$ cat src/rtl/core/lrtf_pkg.sv
// Shared types and constants for the longest-remaining-time-first scheduler.
// Used by lrtf_process_scheduler; no dependencies.
package lrtf_pkg;

  localparam int SLOTS  = 16;
  localparam int SLOT_W = $clog2(SLOTS);
  localparam int CNT_W  = $clog2(SLOTS + 1);
  localparam int DATA_W = 16;
  localparam int TIME_W = 32;
  localparam int PROC_W = 5;

  localparam int IN_TDATA_W  = 2 * DATA_W;
  localparam int OUT_BITS    = 4 * TIME_W + PROC_W + 2;
  localparam int OUT_TDATA_W = ((OUT_BITS + 7) / 8) * 8;

  localparam logic [TIME_W-1:0] TIME_MAX = '1;

  localparam logic OP_LOAD = 1'b0;
  localparam logic OP_TICK = 1'b1;

  typedef enum logic [1:0] {
    ST_IDLE,
    ST_SCAN,
    ST_UPDATE,
    ST_EMIT
  } lrtf_state_e;

  typedef struct packed {
    logic [DATA_W-1:0] arrival;
    logic [DATA_W-1:0] burst;
    logic [DATA_W-1:0] remaining;
  } lrtf_entry_t;

  localparam int ENTRY_W = $bits(lrtf_entry_t);

endpackage

$ cat src/rtl/core/lrtf_ram.sv
// Generic single-port-write, single-port-read RAM with registered read data.
// No dependencies.
module lrtf_ram #(
  parameter int WIDTH = 8,
  parameter int DEPTH = 16
) (
  input  logic                     clk_i,
  input  logic                     we_i,
  input  logic [$clog2(DEPTH)-1:0] waddr_i,
  input  logic [WIDTH-1:0]         wdata_i,
  input  logic                     re_i,
  input  logic [$clog2(DEPTH)-1:0] raddr_i,
  output logic [WIDTH-1:0]         rdata_o
);

  logic [WIDTH-1:0] mem_q [DEPTH];
  logic [WIDTH-1:0] rdata_q;

  always_ff @(posedge clk_i) begin
    if (we_i) begin
      mem_q[waddr_i] <= wdata_i;
    end
    if (re_i) begin
      rdata_q <= mem_q[raddr_i];
    end
  end

  assign rdata_o = rdata_q;

endmodule

$ cat src/rtl/core/lrtf_process_scheduler.sv
// Top level of the longest-remaining-time-first process scheduler.
// Depends on lrtf_pkg and lrtf_ram.

// A load transfer (tuser 0) yields no result. A tick transfer (tuser 1) scans the
// process table, held in one RAM with one read port, one slot per cycle. The scan
// reads every loaded slot, an update state writes any picked entry back, and an emit
// state loads the result; the block then returns to idle to take the next transfer.
// The result is written to an output register and the next transfer is taken while
// it waits; a further tick holds in its emit state until that register is free. A
// tick whose process finishes reports completion, turnaround and waiting time; all
// other result fields of that kind are zero.
module lrtf_process_scheduler (
  input  logic                               clk_i,
  input  logic                               rst_ni,
  input  logic                               s_axis_tvalid,
  output logic                               s_axis_tready,
  // arrival_time [15:0], burst_time [31:16]
  input  logic [lrtf_pkg::IN_TDATA_W-1:0]    s_axis_tdata,
  // operation [0]
  input  logic                               s_axis_tuser,
  output logic                               m_axis_tvalid,
  input  logic                               m_axis_tready,
  // slot_start [31:0], running_process [36:32], finished [37],
  // completion_time [69:38], turnaround_time [101:70], waiting_time [133:102],
  // all_done [134], zero [135]
  output logic [lrtf_pkg::OUT_TDATA_W-1:0]   m_axis_tdata
);

  import lrtf_pkg::*;

  lrtf_state_e state_q, state_d;

  logic [CNT_W-1:0]  loaded_q, pending_q, idx_q;
  logic [SLOTS-1:0]  done_q;
  logic [TIME_W-1:0] time_q, start_q, end_w;

  logic              chk_vld_q;
  logic [SLOT_W-1:0] chk_slot_q;
  logic              found_q;
  logic [SLOT_W-1:0] best_slot_q;
  lrtf_entry_t       best_q;

  logic [PROC_W-1:0] res_proc_q;
  logic              res_fin_q;
  logic [TIME_W-1:0] res_comp_q, res_tat_q;
  logic [DATA_W-1:0] res_bur_q;

  logic                   m_valid_q;
  logic [OUT_TDATA_W-1:0] m_data_q, m_data_d;

  logic              in_xfer, do_load, is_tick, emit_ld;
  logic              ram_we, ram_re;
  logic [SLOT_W-1:0] ram_waddr, ram_raddr;
  lrtf_entry_t       ram_wdata, rd_entry;
  logic [DATA_W-1:0] in_arr, in_bur, new_rem;
  logic              elig, better, fin_w;
  logic [TIME_W-1:0] wt_w;

  assign in_arr  = s_axis_tdata[DATA_W-1:0];
  assign in_bur  = s_axis_tdata[2*DATA_W-1:DATA_W];
  assign in_xfer = s_axis_tvalid && s_axis_tready;
  assign is_tick = in_xfer && (s_axis_tuser == OP_TICK);
  assign do_load = in_xfer && (s_axis_tuser == OP_LOAD) &&
                   (loaded_q < CNT_W'(SLOTS)) && (in_bur != '0);

  assign end_w   = (start_q == TIME_MAX) ? start_q : start_q + TIME_W'(1);
  assign new_rem = (best_q.remaining == '0) ? '0 : best_q.remaining - DATA_W'(1);
  assign fin_w   = found_q && (new_rem == '0);

  assign elig   = chk_vld_q && !done_q[chk_slot_q] &&
                  (TIME_W'(rd_entry.arrival) <= start_q);
  assign better = !found_q || (rd_entry.remaining > best_q.remaining) ||
                  ((rd_entry.remaining == best_q.remaining) &&
                   (rd_entry.arrival < best_q.arrival));

  assign wt_w = (res_fin_q && (res_tat_q >= TIME_W'(res_bur_q))) ?
                res_tat_q - TIME_W'(res_bur_q) : '0;

  lrtf_ram #(
    .WIDTH(ENTRY_W),
    .DEPTH(SLOTS)
  ) u_table (
    .clk_i  (clk_i),
    .we_i   (ram_we),
    .waddr_i(ram_waddr),
    .wdata_i(ram_wdata),
    .re_i   (ram_re),
    .raddr_i(ram_raddr),
    .rdata_o(rd_entry)
  );

  always_comb begin
    state_d = state_q;
    case (state_q)
      ST_IDLE: begin
        if (is_tick) begin
          state_d = ST_SCAN;
        end
      end
      ST_SCAN: begin
        if (idx_q == loaded_q) begin
          state_d = ST_UPDATE;
        end
      end
      ST_UPDATE: state_d = ST_EMIT;
      ST_EMIT: begin
        if (emit_ld) begin
          state_d = ST_IDLE;
        end
      end
      default: state_d = ST_IDLE;
    endcase
  end

  always_comb begin
    s_axis_tready = 1'b0;
    ram_we        = 1'b0;
    ram_waddr     = loaded_q[SLOT_W-1:0];
    ram_wdata     = '{arrival: in_arr, burst: in_bur, remaining: in_bur};
    ram_re        = 1'b0;
    ram_raddr     = idx_q[SLOT_W-1:0];
    emit_ld       = 1'b0;
    case (state_q)
      ST_IDLE: begin
        s_axis_tready = 1'b1;
        ram_we        = do_load;
      end
      ST_SCAN: begin
        ram_re = (idx_q < loaded_q);
      end
      ST_UPDATE: begin
        ram_we    = found_q;
        ram_waddr = best_slot_q;
        ram_wdata = '{arrival: best_q.arrival, burst: best_q.burst, remaining: new_rem};
      end
      ST_EMIT: begin
        emit_ld = !m_valid_q || m_axis_tready;
      end
      default: begin
        s_axis_tready = 1'b0;
      end
    endcase
  end

  always_comb begin
    m_data_d = '0;
    m_data_d[TIME_W-1:0]                 = start_q;
    m_data_d[TIME_W +: PROC_W]           = res_proc_q;
    m_data_d[TIME_W+PROC_W]              = res_fin_q;
    m_data_d[TIME_W+PROC_W+1 +: TIME_W]  = res_comp_q;
    m_data_d[2*TIME_W+PROC_W+1 +: TIME_W] = res_tat_q;
    m_data_d[3*TIME_W+PROC_W+1 +: TIME_W] = wt_w;
    m_data_d[4*TIME_W+PROC_W+1]          = (pending_q == '0);
  end

  always_ff @(posedge clk_i or negedge rst_ni) begin
    if (!rst_ni) begin
      state_q   <= ST_IDLE;
      loaded_q  <= '0;
      pending_q <= '0;
      done_q    <= '0;
      time_q    <= '0;
      idx_q     <= '0;
      chk_vld_q <= 1'b0;
      found_q   <= 1'b0;
      m_valid_q <= 1'b0;
    end else begin
      state_q <= state_d;
      if (do_load && (state_q == ST_IDLE)) begin
        loaded_q  <= loaded_q + CNT_W'(1);
        pending_q <= pending_q + CNT_W'(1);
        done_q[loaded_q[SLOT_W-1:0]] <= 1'b0;
      end
      if (is_tick) begin
        idx_q   <= '0;
        found_q <= 1'b0;
      end
      chk_vld_q <= ram_re;
      if (ram_re) begin
        idx_q <= idx_q + CNT_W'(1);
      end
      if (state_q == ST_SCAN && elig && better) begin
        found_q <= 1'b1;
      end
      if (state_q == ST_UPDATE) begin
        time_q <= end_w;
        if (fin_w) begin
          done_q[best_slot_q] <= 1'b1;
          if (pending_q != '0) begin
            pending_q <= pending_q - CNT_W'(1);
          end
        end
      end
      if (emit_ld) begin
        m_valid_q <= 1'b1;
      end else if (m_axis_tready) begin
        m_valid_q <= 1'b0;
      end
    end
  end

  always_ff @(posedge clk_i) begin
    if (is_tick) begin
      start_q <= time_q;
    end
    if (ram_re) begin
      chk_slot_q <= idx_q[SLOT_W-1:0];
    end
    if (state_q == ST_SCAN && elig && better) begin
      best_slot_q <= chk_slot_q;
      best_q      <= rd_entry;
    end
    if (state_q == ST_UPDATE) begin
      res_proc_q <= found_q ? PROC_W'({1'b0, best_slot_q} + (SLOT_W + 1)'(1)) : '0;
      res_fin_q  <= fin_w;
      res_comp_q <= fin_w ? end_w : '0;
      res_tat_q  <= fin_w ? end_w - TIME_W'(best_q.arrival) : '0;
      res_bur_q  <= best_q.burst;
    end
    if (emit_ld) begin
      m_data_q <= m_data_d;
    end
  end

  assign m_axis_tvalid = m_valid_q;
  assign m_axis_tdata  = m_data_q;

  assert property (@(posedge clk_i) disable iff (!rst_ni) pending_q <= loaded_q)
    else $error("pending count exceeds loaded count");

  assert property (@(posedge clk_i) disable iff (!rst_ni) !(ram_we && ram_re))
    else $error("table written and read in the same cycle");

  assert property (@(posedge clk_i) disable iff (!rst_ni)
    (state_q == ST_SCAN) |-> (idx_q <= loaded_q))
    else $error("scan index ran past the loaded slots");

  assert property (@(posedge clk_i) disable iff (!rst_ni)
    (state_q == ST_UPDATE && found_q) |-> (best_q.remaining != '0))
    else $error("picked process has no remaining time");

  assert property (@(posedge clk_i) disable iff (!rst_ni)
    (m_valid_q && !m_axis_tready) |=> $stable(m_data_q))
    else $error("pending result changed before transfer");

endmodule
$ cat config.mk
export PLATFORM = sky130hd
export DESIGN_NAME = lrtf_process_scheduler
export DESIGN_NICKNAME = d
export VERILOG_FILES = /design/src/rtl/core/lrtf_pkg.sv /design/src/rtl/core/lrtf_ram.sv /design/src/rtl/core/lrtf_process_scheduler.sv
export SDC_FILE = /design/constraint.sdc
export NUM_CORES = 1
export LEC_CHECK = 0
export BUFFER_PORTS_ARGS = -buffer_cell sky130_fd_sc_hd__buf_2
export CAP_MARGIN = 20
export CORE_ASPECT_RATIO = 1.75
export CORE_MARGIN = 5
export CORE_UTILIZATION = 30
export CTS_BUF_LIST = sky130_fd_sc_hd__clkbuf_4
export CTS_CLUSTER_SIZE = 30
export DETAILED_ROUTE_END_ITERATION = 12
export HOLD_SLACK_MARGIN = 0.1
export PLACE_DENSITY = 0.52
export RECOVER_POWER = 100
export SLEW_MARGIN = 20
export SYNTH_ARGS = -nofsm -noshare
export SYNTH_HDL_FRONTEND = slang
export SYNTH_HIERARCHICAL = 1
export SYNTH_SLANG_ARGS = --single-unit
$ cat constraint.sdc
create_clock -name clk_i -period 8.42 [get_ports clk_i]
set_clock_uncertainty 0.1 [all_clocks]
set_input_delay 0 -clock clk_i [delete_from_list [all_inputs] [get_ports clk_i]]
set_output_delay 0 -clock clk_i [all_outputs]
set_load 0.05 [all_outputs]
Word-level counts from Yosys, hierarchy flattened
Memory sizes are Yosys's and may differ from the RTL's. A register that Yosys moved wholly into a read port is not among the register bits.
Index checks and enable logic that the tools add are counted.
W data, S select, Z words.
{ "word_totals": {"reg_bits": 377, "ram_bits": 768, "output_inout_bits": 138, "elab_cells": 120, "mem_count": 1} }
{ "memory_table": {"columns": ["memory", "words", "word_bits", "rd", "rd_clocked_by_memory_dff", "wr", "line", "source"], "rows": [
  ["u_table.mem_q", 16, 48, 1, 1, 1, "lrtf_ram.sv:16", "logic [WIDTH-1:0] mem_q [DEPTH];"]
]} }
{ "classes": {"n_addsub": 9, "eq_ne": 9, "bitwise": 4, "reduce_logical": 31, "order_cmp": 11, "mux": 33} }
{ "ops": {"columns": ["cell", "count"], "rows": [
  ["$mux W16", 4],
  ["$sub A32 B16 Y32", 2],
  ["$mux W48", 1],
  ["$add A32 B1 Y32 const B", 1],
  ["$eq A32 B32 Y1 const B", 1],
  ["$ge A32 B16 Y1", 1],
  ["$le A16 B32 Y1", 1],
  ["$logic_not A16 Y1", 2],
  ["$mux W32", 1],
  ["$mux W5", 6],
  ["$and A16 B16 Y16", 1],
  ["$eq A16 B16 Y1", 1],
  ["$gt A16 B16 Y1", 1],
  ["$lt A16 B16 Y1", 1],
  ["$not A16 Y16", 1],
  ["$or A16 B16 Y16", 1],
  ["$reduce_bool A16 Y1", 1],
  ["$sub A16 B1 Y16 const B", 1],
  ["$add A5 B1 Y5 const B", 3],
  ["$logic_and A1 B1 Y1", 15],
  ["$lt A4 B5 Y1 const B", 3],
  ["$mux W1", 12],
  ["$demux W1 S4", 2],
  ["$ge A4 B1 Y1 const B", 2],
  ["other kinds (21)", 32]
]} }

Logic depth before layout (Yosys ltp)
Gate-level depths: netlist of run 1.
{ "depth": {"ltp_word": 11, "mapped_depth": 19, "ltp_nobuf": 19} }

Cells and area by module
Netlist of run 1, hierarchy kept.
{ "modules_own_cells": {"columns": ["module", "cells_per_inst", "area_each_um2", "instances", "seq_area_each_um2"], "rows": [
  ["lrtf_ram", 1242, 30175.2, 1, 24503.5],
  ["lrtf_process_scheduler", 1531, 18272.5, 1, 10980.5]
]} }

Worst setup path after synthesis of run 1
OpenSTA, ideal clock, no wires.
{ "synth_timing": {"path_kind": "register to register", "start": "register state_q[0]", "end": "memory u_table/mem_q[0][0] (netlist name), enable pin", "stages_incl_launch_ff": 9, "required_time_ns": 7.807, "t_arrival_ns": 7.492, "setup_time_ns": 0.513, "synth_period_minus_slack_ns": 8.105, "path_slack_ns": 0.315, "path_cell_list": "dfrtp_1 inv_1 ha_1 clkbuf_1 clkbuf_1 clkbuf_1 o21ai_0 or3b_2 nor3_1"} }
{ "synth_rtl": {"columns": ["element", "line", "source"], "rows": [
  ["start, declared", "lrtf_process_scheduler.sv:31", "lrtf_state_e state_q, state_d;"],
  ["start signal, assigned", "lrtf_process_scheduler.sv:168", "state_q <= state_d;"],
  ["$eq A2 B2 Y1", "lrtf_process_scheduler.sv:123", "case (state_q)"],
  ["$mux W4", "lrtf_process_scheduler.sv:123", null],
  ["via ram_waddr[2]", "lrtf_process_scheduler.sv:53", "logic [SLOT_W-1:0] ram_waddr, ram_raddr;"],
  ["end, declared", "lrtf_ram.sv:16", null]
]} }
The timed path passes the listed nets, and every way through them passes these cells.

==> results of run 1 <==
synthesized netlist by cell type (all sizes together) (5+ instances only):
cell / number / area share
a31oi: 6 / 0.00077
mux2i: 5 / 0.0010
nor2: 168 / 0.013
o21a: 11 / 0.0017
nand2: 189 / 0.015
buf: 44 / 0.0056
nand2b: 14 / 0.0018
and4: 8 / 0.0014
a21o: 30 / 0.0046
xnor2: 69 / 0.012
o21ai: 75 / 0.0078
nand4: 28 / 0.0037
inv: 110 / 0.0085
or4: 5 / 0.00077
a211oi: 8 / 0.0012
clkbuf: 58 / 0.0045
a2111oi: 5 / 0.0017
ha: 102 / 0.026
a22oi: 97 / 0.015
o31ai: 7 / 0.0011
nor4: 26 / 0.0041
a21oi: 80 / 0.0083
nor4b: 6 / 0.0015
mux4: 197 / 0.092
edfxtp: 1125 / 0.70
or2: 5 / 0.00070
nand3b: 7 / 0.0011
nand3: 39 / 0.0041
nor3: 40 / 0.0045
xor2: 22 / 0.0040
nor2b: 15 / 0.0019
and2: 14 / 0.0018
or3: 13 / 0.0017
dfrtp: 68 / 0.035
and3: 16 / 0.0021
mux2: 19 / 0.0044
through the flow:
stage | std cells | power [W] | hold slack, ns | worst slack, ns
2_1_floorplan | 2773 | 0.0115 | -0.396 | 0.315
3_3_place_gp | 4964 | 0.0131 | -0.227 | 3.00
3_5_place_dp | 4964 | 0.0131 | -0.230 | 2.94
4_1_cts | 5485 | 0.0177 | 0.123 | 2.91
5_1_grt | 5489 | 0.0183 | 0.233 | 1.50
6_report | 5492 | 0.0173 | 0.273 | 2.03
power groups by stage:
stage	registers (W)	logic, W	clock network, W
CTS	0.00832	0.00468	0.00467
global route	0.00840	0.00490	0.00495
floorplan	0.00876	0.00278	0
detailed placement	0.00845	0.00465	0
finish	0.00833	0.00450	0.00449
global placement	0.00845	0.00462	0
layer usage:
| metal | up-vias | GRT usage | wire length [µm] |
|---|---|---|---|
| met4 | 0 | 0.0677 | 5890 |
| met3 | 275 | 0.0264 | 5900 |
| li1 | 12000 | - | - |
| met5 | - | 0 | 0 |
| met2 | 878 | 0.291 | 72200 |
| met1 | 13800 | 0.167 | 49000 |
sequential cells by signal, indices dropped and copies added, names as in the netlist, 5 cells and up:
signal and count:
res_comp_q 32, res_proc_q 5, res_tat_q 32, best_q 48, time_q 32, u_table/mem_q 768, u_table/rdata_o 48, idx_q 5
pending_q 5, start_q 32, res_bur_q 16, m_axis_tdata 135, done_q 16, loaded_q 5
how the worst max path moves through the flow:
stage | endpoint | slack, ns | depth (start not counted)
after detailed placement | res_tat_q[31]$_SDFFCE_PP0P_ | 2.94 | 15
after floorplan | u_table/mem_q[0][0]$_DFFE_PP_ | 0.31 | 8
after global routing | u_table/mem_q[0][8]$_DFFE_PP_ | 1.50 | 6
after CTS | res_tat_q[31]$_SDFFCE_PP0P_ | 2.91 | 15
after global placement | res_tat_q[31]$_SDFFCE_PP0P_ | 3.00 | 18
final | u_table/mem_q[11][19]$_DFFE_PP_ | 2.03 | 6
cells by family (layout without fill, tap and decap cells):
| kind of cell | after synthesis | after routing | share of synthesized area |
|---|---|---|---|
| xor gates and xnor gates | 91 | 91 | 0.0165 |
| adders and majority gates | 104 | 104 | 0.0272 |
| AOI/OAI and AO/OA | 348 | 348 | 0.0473 |
| DFF | 1193 | 1193 | 0.732 |
| and+or+nand+nor | 602 | 602 | 0.0608 |
| other | 1 | 8 | 0.0000774 |
| muxes | 221 | 221 | 0.0970 |
| buffers and inverters | 213 | 857 | 0.0187 |
layout by cell type (no fill, tap or decap), types with 37 or more instances in the layout:
| master | instances |
|---|---|
| nand2_1 | 188 |
| o21ai_0 | 73 |
| ha_1 | 102 |
| dfrtp_1 | 68 |
| edfxtp_1 | 1125 |
| nand3_1 | 38 |
| clkbuf_1 | 166 |
| inv_1 | 109 |
| clkinv_1 | 50 |
| clkbuf_4 | 391 |
| a21oi_1 | 80 |
| a22oi_1 | 97 |
| dlygate4sd3_1 | 62 |
| xnor2_1 | 69 |
| nor3_1 | 37 |
| nor2_1 | 167 |
| mux4_2 | 197 |
final cells by class:
| cell class | instances | area, µm² |
|---|---|---|
| tap | 2068 | 2590 |
| timing repair buffer | 287 | 1590 |
| multi-input combinational | 1367 | 12000 |
| antenna | 7 | 17.5 |
| inverter | 111 | 417 |
| fill | 15600 | 106000 |
| clock inverter | 69 | 377 |
| sequential | 1193 | 35500 |
| clock buffer | 390 | 2930 |
worst max-delay path, cell delays in order, from the launching register on:
cell,delay (ns)
dfrtp_1,0.41
inv_1,0.09
ha_1,1.26
buf_4,0.79
clkbuf_1,2.37
nand2_1,0.45
nand2_1,0.57
==> flow_metrics.env, run 1 <==
export IMPL_fmax_ghz=0.157
export IMPL_synth_cell_type_count=82
export IMPL_avgSynthCellArea_um2=17.5
export IMPL_hp_class="in2reg"
export IMPL_whs_path_depth=4
export IMPL_dp_hpwl_mm=80.8
export IMPL_hold_buffers=62
export IMPL_ys_seq_area_frac=0.732
export IMPL_grt_total_usage=0.154
export IMPL_grt_max_degree=117
export IMPL_vias=26900
export IMPL_dpl_cell_area_um2=52000
export IMPL_ir_drop_mv=0.246
export IMPL_ant_nets=0
export IMPL_routed_wl_mm=133
export IMPL_arrival_ns=7.04
export IMPL_drive_above_1_share=0.203
export IMPL_cp_required_ns=9.07
export IMPL_rsz0062_at_grt="false"
export IMPL_fin_setup_tns_ns=0
export IMPL_clk_latency_ns=1.05
export IMPL_clk_pin_slew_ns=0.08
export IMPL_grt_antenna_before_repair=4
export IMPL_pin_count=175
export IMPL_finalHoldViolCount=0
export IMPL_crit_path_start="state_q[0]$_DFFE_PN0P_"
export IMPL_combPwrFrac=0.260
export IMPL_min_to="u_table/mem_q[0][19]$_DFFE_PP_"
export IMPL_pwr_share_seq=0.481
export IMPL_overflow=0
export IMPL_worst_r2r_setup_slack_ns=2.03
export IMPL_violations="max-capacitance violations, max-slew violations"
export IMPL_synth_edff_count=1125
export IMPL_die_h_um=542
export IMPL_via_per_inst=4.90
export IMPL_cts_made_buffers=274
export IMPL_synth_area_um2=48400
export IMPL_synth_warnings=6
export IMPL_dr_pass1_iters=5
export IMPL_ys_ff_latch=1193
export IMPL_cts_setup_buffers=0
export IMPL_rr_endpoint="u_table/mem_q[11][19]$_DFFE_PP_"
export IMPL_crit_path_end_kind="register"
export IMPL_path_class="reg2reg"
export IMPL_clockBufferDepth=4
export IMPL_finalMaxSlewViolations=1310
export IMPL_drc=0
export IMPL_tightest_slew_ns=4.76
export IMPL_layout_nets=3375
export IMPL_cts_root_buf="clkbuf_4"
export IMPL_status="finished with violations"
export IMPL_die_area_um2=170000
export IMPL_startpoint_type="register"
export IMPL_grt_pass1_wl_mm=192
export IMPL_p_leak_nw=18.3
export IMPL_cts_tree="yes"
export IMPL_relSlewSlack=-2.17
export IMPL_cp_max_fo=59
export IMPL_syn_inst=2773
export IMPL_port_buffers=173
export IMPL_switching_share=0.332
export IMPL_coreArea_um2=161000
export IMPL_power_internal_w=0.0116
export IMPL_power_density_nw_per_um2=313
export IMPL_drt_iter0_drc=1729
export IMPL_p_switching_w=0.00576
export IMPL_place_congestion=0.875
export IMPL_layout_min_cycle_time_ns=6.39
export IMPL_synthFlopType="edfxtp_1"
export IMPL_maxCapViolCount=35
export IMPL_cts_repair_resized=0
export IMPL_wl_per_cell_um=24.2
export IMPL_cts_sinks=1193
export IMPL_stdcell_area_um2=55400
export IMPL_initial_core_util=0.301
export IMPL_synth_nets=2914
export IMPL_fin_crit_sh=0.759
export IMPL_rows=195
export IMPL_die_x_um=314
export IMPL_r2r_start="state_q[0]$_DFFE_PN0P_"
export IMPL_final_setup_viol_count=0
export IMPL_ff2ff_path_depth=6
export IMPL_area_delta_synth_final_pct=14.4
export IMPL_worstHoldStart="s_axis_tdata[19]"
export IMPL_postLayoutCoreUtil=0.344
export IMPL_first_global_vias=28600
export IMPL_ctsHtreeMaxLevel=5
export IMPL_p_clk_frac=0.259
export IMPL_async_flop_share=0.0570
No activity file was read; power rests on OpenSTA's default activity.
==> run 2: changes to the inputs <==
PLACE_DENSITY = 0.51   (was 0.52)
clock period = 5.9 ns   (was 8.42 ns; I/O delays follow)
==> run 2 against run 1 <==
  * The run still ends with max-capacitance violations, max-slew violations left
  * Via count up 1.0%
  * Clock power increased by 44%
  * Power is 44% higher
  * Register-to-register slack lost 1.5 ns
  * Count of clock-buffer cells in the layout rose by 11
  * Flip-flop and latch count unchanged
  * Hold slack got worse by 0.078 ns
  * Critical path depth grew 4
  * Non-clock buffer count up 20
  * Routed wire length increased by 1.5%
  * Critical endpoint is now u_table/mem_q[4][38]$_DFFE_PP_
  * Highest routed layer is now met5
==> flow_metrics.env, run 2 (synthesis gave the netlist of run 1 again) <==
export IMPL_stdcell_count=5521
export IMPL_grt_pass1_wl_mm=197
export IMPL_cp_required_ns=6.42
export IMPL_finalHoldViolCount=0
export IMPL_grt_antenna_before_repair=6
export IMPL_dr_pass1_iters=6
export IMPL_layout_min_cycle_time_ns=5.41
export IMPL_status="finished with violations"
export IMPL_die_x_um=314
export IMPL_die_h_um=542
export IMPL_clockBufferDepth=4
export IMPL_coreArea_um2=161000
export IMPL_ant_nets=0
export IMPL_layout_commonest_cell="edfxtp_1"
export IMPL_overflow=0
export IMPL_clk_latency_ns=1.11
export IMPL_path_buf_inv=4
export IMPL_fmax_ghz=0.185
export IMPL_worstHoldStart="s_axis_tdata[31]"
export IMPL_vias=27200
export IMPL_initial_core_util=0.301
export IMPL_min_to="u_table/mem_q[3][15]$_DFFE_PP_"
export IMPL_slowest_stage="nor3_2"
export IMPL_cpLargestDelayFamily="simple AND/OR/NAND/NOR gates"
export IMPL_largest_reg_flops=768
export IMPL_finalMaxSlewViolations=942
export IMPL_via_per_inst=4.92
export IMPL_fin_crit_sh=0.916
export IMPL_power_density_nw_per_um2=446
export IMPL_dp_hpwl_mm=84.8
export IMPL_clk_pin_slew_ns=0.07
export IMPL_rsz0062_at_grt="false"
export IMPL_hp_class="in2reg"
export IMPL_routed_wl_mm=135
export IMPL_r2r_start="state_q[0]$_DFFE_PN0P_"
export IMPL_whs_path_depth=3
export IMPL_final_setup_viol_count=0
export IMPL_final_cell_mix="edfxtp_1, clkbuf_4, mux4_2, nand2_1, clkbuf_1"
export IMPL_port_buffers=173
export IMPL_crit_path_end_kind="register"
export IMPL_max_stage_delay_ns=1.21
export IMPL_crit_path_cell_trace="inv_1 > ha_1 > nand2_1 > nor4b_1 > dlygate4sd3_1 > clkbuf_1 > nand2b_1 > nand3b_1 > nor3_2 > clkbuf_2"
export IMPL_wl_per_cell_um=24.5
export IMPL_top_register="u_table/mem_q"
export IMPL_cts_made_buffers=280
export IMPL_arrival_ns=5.93
export IMPL_maxCapViolCount=29
export IMPL_worst_r2r_setup_slack_ns=0.49
export IMPL_dp_cells=4982
export IMPL_cts_sinks=1193
export IMPL_ff2ff_path_depth=10
export IMPL_fin_setup_tns_ns=0
export IMPL_drive_above_1_share=0.212
export IMPL_cp_max_fo=24
export IMPL_rr_endpoint="u_table/mem_q[4][38]$_DFFE_PP_"
export IMPL_rows=195
export IMPL_grt_total_usage=0.156
export IMPL_violations="max-capacitance violations, max-slew violations"
export IMPL_path_class="reg2reg"
export IMPL_cts_tree="yes"
export IMPL_relSlewSlack=-1.38
export IMPL_grt_max_degree=136
export IMPL_p_leak_nw=18.5
export IMPL_tightest_slew_ns=3.57
export IMPL_die_area_um2=170000
export IMPL_pin_count=175
export IMPL_first_global_vias=29200
export IMPL_drt_iter0_drc=1710
export IMPL_cts_root_buf="clkbuf_4"
export IMPL_ctsHtreeMaxLevel=5
export IMPL_ir_drop_mv=0.298
export IMPL_place_congestion=0.881
export IMPL_area_delta_synth_final_pct=15.1
export IMPL_drc=0
export IMPL_layout_nets=3401
export IMPL_startpoint_type="register"
-- run 2: changes by cell type in the layout (fill, tap and decap cells not counted), sizes merged, moves of 2 or more --
| cell | delta |
|---|---|
| dlygate4sd3 | +2 |
| inv | +5 |
| clkbuf | +19 |
| buf | +10 |
| clkinv | -8 |
-- run 2: repair_timing --
| item | in CTS | in global routing |
|---|---|---|
| buffers inserted | 0 | 0 |
| hold buffers | 64 | 0 |
| hold endpoints to repair | 1006 | 0 |
| resized for setup | 0 | 0 |
-- run 2: cell type report --
type	count	area [µm²]
fillers	15600	105000
inverters	111	417
repair buffers	307	1810
diodes	8	20.0
clock buffers	401	3010
multi-input cells	1367	12100
flip-flops and latches	1193	35500
well taps	2068	2590
clock inverters	66	348
-- run 2: worst max-delay path by stage --
stage                                      end                   start  cells after the start  slack (ns)
2_1_floorplan    u_table/mem_q[1][0]$_DFFE_PP_  state_q[0]$_DFFE_PN0P_                      8       0.004
3_3_place_gp       res_tat_q[31]$_SDFFCE_PP0P_    start_q[0]$_DFFE_PP_                     18        0.76
3_5_place_dp       res_tat_q[31]$_SDFFCE_PP0P_    start_q[0]$_DFFE_PP_                     18        0.78
4_1_cts            res_tat_q[25]$_SDFFCE_PP0P_    start_q[0]$_DFFE_PP_                     18        0.71
5_1_grt        u_table/mem_q[14][37]$_DFFE_PP_  state_q[1]$_DFFE_PN0P_                     10        0.18
6_report        u_table/mem_q[4][38]$_DFFE_PP_  state_q[0]$_DFFE_PN0P_                     10        0.49
-- run 2: power breakdown --
part | switching, W | internal, W | leakage, nW
logic | 0.00432 | 0.00227 | 5.54
clock network | 0.00320 | 0.00325 | 2.04
registers | 0.000711 | 0.0111 | 10.9
total | 0.00824 | 0.0166 | 18.5
-- run 2: worst reg2reg max path, stage by stage, from the launching register on --
cell and delay [ns]:
dfrtp_1 0.42, inv_1 0.13, ha_1 0.26, nand2_1 0.09
nor4b_1 0.24, dlygate4sd3_1 0.59, clkbuf_1 0.31, nand2b_1 0.23
nand3b_1 0.31, nor3_2 1.21, clkbuf_2 1.00
-- run 2: stage by stage --
step           instance area, µm²  hold WS [ns]   util  power, W  worst slack (ns)
2_1_floorplan               48500        -0.396      -    0.0165           0.00368
3_3_place_gp                52400        -0.210  0.325    0.0187             0.759
3_5_place_dp                52400        -0.217  0.325    0.0187             0.776
4_1_cts                     56400         0.125  0.350    0.0253             0.711
5_1_grt                     55800         0.175  0.346    0.0263             0.182
6_report                    55800         0.195  0.346    0.0249             0.493
-- run 2: routing by layer --
metal,GRT usage,vias up,wire [µm]
li1,-,12100,-
met4,0.0696,4,5690
met2,0.298,876,74900
met5,0,-,32
met3,0.0261,280,5870
met1,0.168,14000,48500
==> run 3: changes to the inputs <==
CORE_UTILIZATION = 61   (was 30)
PLACE_DENSITY = 0.85   (was 0.51)
==> run 3 against run 2 <==
  * Setup slack lost 0.070 ns
  * Non-clock buffer count shrank 15
  * Count of clock-buffer cells in the layout shrank 63
  * The flow still finishes with violations (max-capacitance violations, max-slew violations)
  * Die area shrank 50%
  * Highest routed layer unchanged
  * Hold slack gained 0.076 ns
  * Core utilization grew 34 points
  * Flip-flop and latch count is the same
  * Global-route usage grew 13 points
  * First-iteration DRC count grew 72%
  * Via count grew 3.4%
==> flow_metrics.env, run 3 (synthesis gave the netlist of run 1 again) <==
export IMPL_tightest_slew_ns=3.51
export IMPL_fin_setup_tns_ns=0
export IMPL_layout_nets=3347
export IMPL_ctsHtreeMaxLevel=4
export IMPL_grt_pass1_wl_mm=183
export IMPL_drc=0
export IMPL_relSlewSlack=-1.34
export IMPL_finalMaxSlewViolations=1383
export IMPL_cts_setup_buffers=0
export IMPL_place_congestion=0.947
export IMPL_vias=28100
export IMPL_nFillCells=5088
export IMPL_initial_core_util=0.616
export IMPL_dr_pass1_iters=8
export IMPL_violations="max-capacitance violations, max-slew violations"
export IMPL_cts_repair_resized=0
export IMPL_rows=136
export IMPL_coreArea_um2=78600
export IMPL_clockBufferDepth=3
export IMPL_top_register="u_table/mem_q"
export IMPL_path_class="reg2reg"
export IMPL_grt_antenna_before_repair=4
export IMPL_rsz0062_at_grt="false"
export IMPL_die_h_um=383
export IMPL_die_x_um=223
export IMPL_power_density_nw_per_um2=447
export IMPL_hold_buffers=63
export IMPL_wl_per_cell_um=27.7
export IMPL_layout_setup_ws_ns=0.423
export IMPL_finalHoldViolCount=0
export IMPL_grt_total_usage=0.289
export IMPL_startpoint_type="register"
export IMPL_clk_latency_ns=1.07
export IMPL_status="finished with violations"
export IMPL_hp_class="in2reg"
export IMPL_dp_hpwl_mm=76.1
export IMPL_ir_drop_mv=0.376
export IMPL_final_cell_mix="edfxtp_1, clkbuf_4, mux4_2, nand2_1, clkbuf_1"
export IMPL_drive_above_1_share=0.197
export IMPL_pin_count=175
export IMPL_timing_hold_ws_ns=0.271
export IMPL_cts_tree="yes"
export IMPL_cp_required_ns=6.69
export IMPL_routed_wl_mm=123
export IMPL_port_buffers=173
export IMPL_fin_crit_sh=0.928
export IMPL_die_area_um2=85400
export IMPL_dp_slack_ns=0.633
export IMPL_cts_root_buf="clkbuf_4"
export IMPL_via_per_inst=6.31
export IMPL_stdcell_count=4452
export IMPL_ant_nets=0
export IMPL_clk_pin_slew_ns=0.08
export IMPL_largest_reg_flops=768
export IMPL_cts_made_buffers=241
export IMPL_grt_max_degree=143
export IMPL_first_global_vias=29600
export IMPL_fmax_ghz=0.183
export IMPL_cts_sinks=1193
export IMPL_area_delta_synth_final_pct=11.7
export IMPL_maxCapViolCount=34
export IMPL_final_setup_viol_count=0
export IMPL_arrival_ns=6.27
export IMPL_p_leak_nw=18.2
export IMPL_cp_max_fo=13
export IMPL_overflow=0
export IMPL_drt_iter0_drc=2941
export IMPL_dp_cells=3927
export IMPL_crit_path_end_kind="register"
export IMPL_layout_min_cycle_time_ns=5.48
export IMPL_layout_commonest_cell="edfxtp_1"
-- run 3: cell types whose count changed in the layout (fill, tap and decap cells not counted), sizes merged --
cell,before,now
clkbuf,588,516
clkinv,49,103
inv,123,114
buf,56,48
diode,8,4
dlygate4sd3,64,66
clkinvlp,2,3
-- run 3: cell type report --
cell class,instances,area (µm²),share of cell area
antenna,4,10.0,0.000185
clock buffer,338,2540,0.0469
clock inverter,112,551,0.0102
inverter,111,417,0.00770
multi-input combinational,1367,12200,0.225
sequential,1193,35500,0.656
tap,1035,1290,0.0239
timing repair buffer,292,1640,0.0303
-- run 3: path summary, 6_finish.rpt --
check	start	to	slack, ns	cells after the start
worst max-delay path	start_q[16]$_DFFE_PP_	res_tat_q[25]$_SDFFCE_PP0P_	0.42	17
worst min-delay path	s_axis_tdata[29]	u_table/mem_q[12][29]$_DFFE_PP_	0.27	4
worst max register to register	start_q[16]$_DFFE_PP_	res_tat_q[25]$_SDFFCE_PP0P_	0.42	17
worst min register to register	u_table/rdata_o[21]$_DFFE_PP_	best_q[21]$_DFFE_PP_	0.30	0
max in group asynchronous	rst_ni	time_q[2]$_DFFE_PN0P_	1.35	6
min in group asynchronous	rst_ni	pending_q[0]$_DFF_PN0_	0.82	5
-- run 3: per-layer routing --
metal  wire, µm  up-vias  global-route usage
met2      65000     1805               0.509
li1           -    12000                   -
met3      10800      450              0.0565
met4       8720        2               0.181
met1      38600    13900               0.321
met5         12        -                   0
-- run 3: critical path, stage by stage (launching register included) --
cell	delay, ns
edfxtp_1	0.67
nand4_1	0.25
nor4_4	0.49
and2_2	0.23
buf_4	0.23
mux2i_1	0.48
inv_1	0.10
ha_1	0.28
nor2b_1	0.15
o31ai_1	0.45
a21oi_1	0.18
a21o_1	0.27
a211oi_1	0.26
clkbuf_1	0.23
nand4_1	0.25
or2_0	0.37
a21bo_1	0.21
a21oi_1	0.11
-- run 3: stage by stage --
step           cell area, µm²  total power (W)   util
2_1_floorplan           48500           0.0165      -
3_3_place_gp            50700           0.0181  0.645
3_5_place_dp            50700           0.0184  0.645
4_1_cts                 54400           0.0243  0.693
5_1_grt                 54100           0.0253  0.688
6_report                54100           0.0242  0.688
-- run 3: report_power, final --
group	internal (W)	switching, W
clock	0.00280	0.00304
combinational	0.00224	0.00426
sequential	0.0111	0.000718
total	0.0162	0.00802
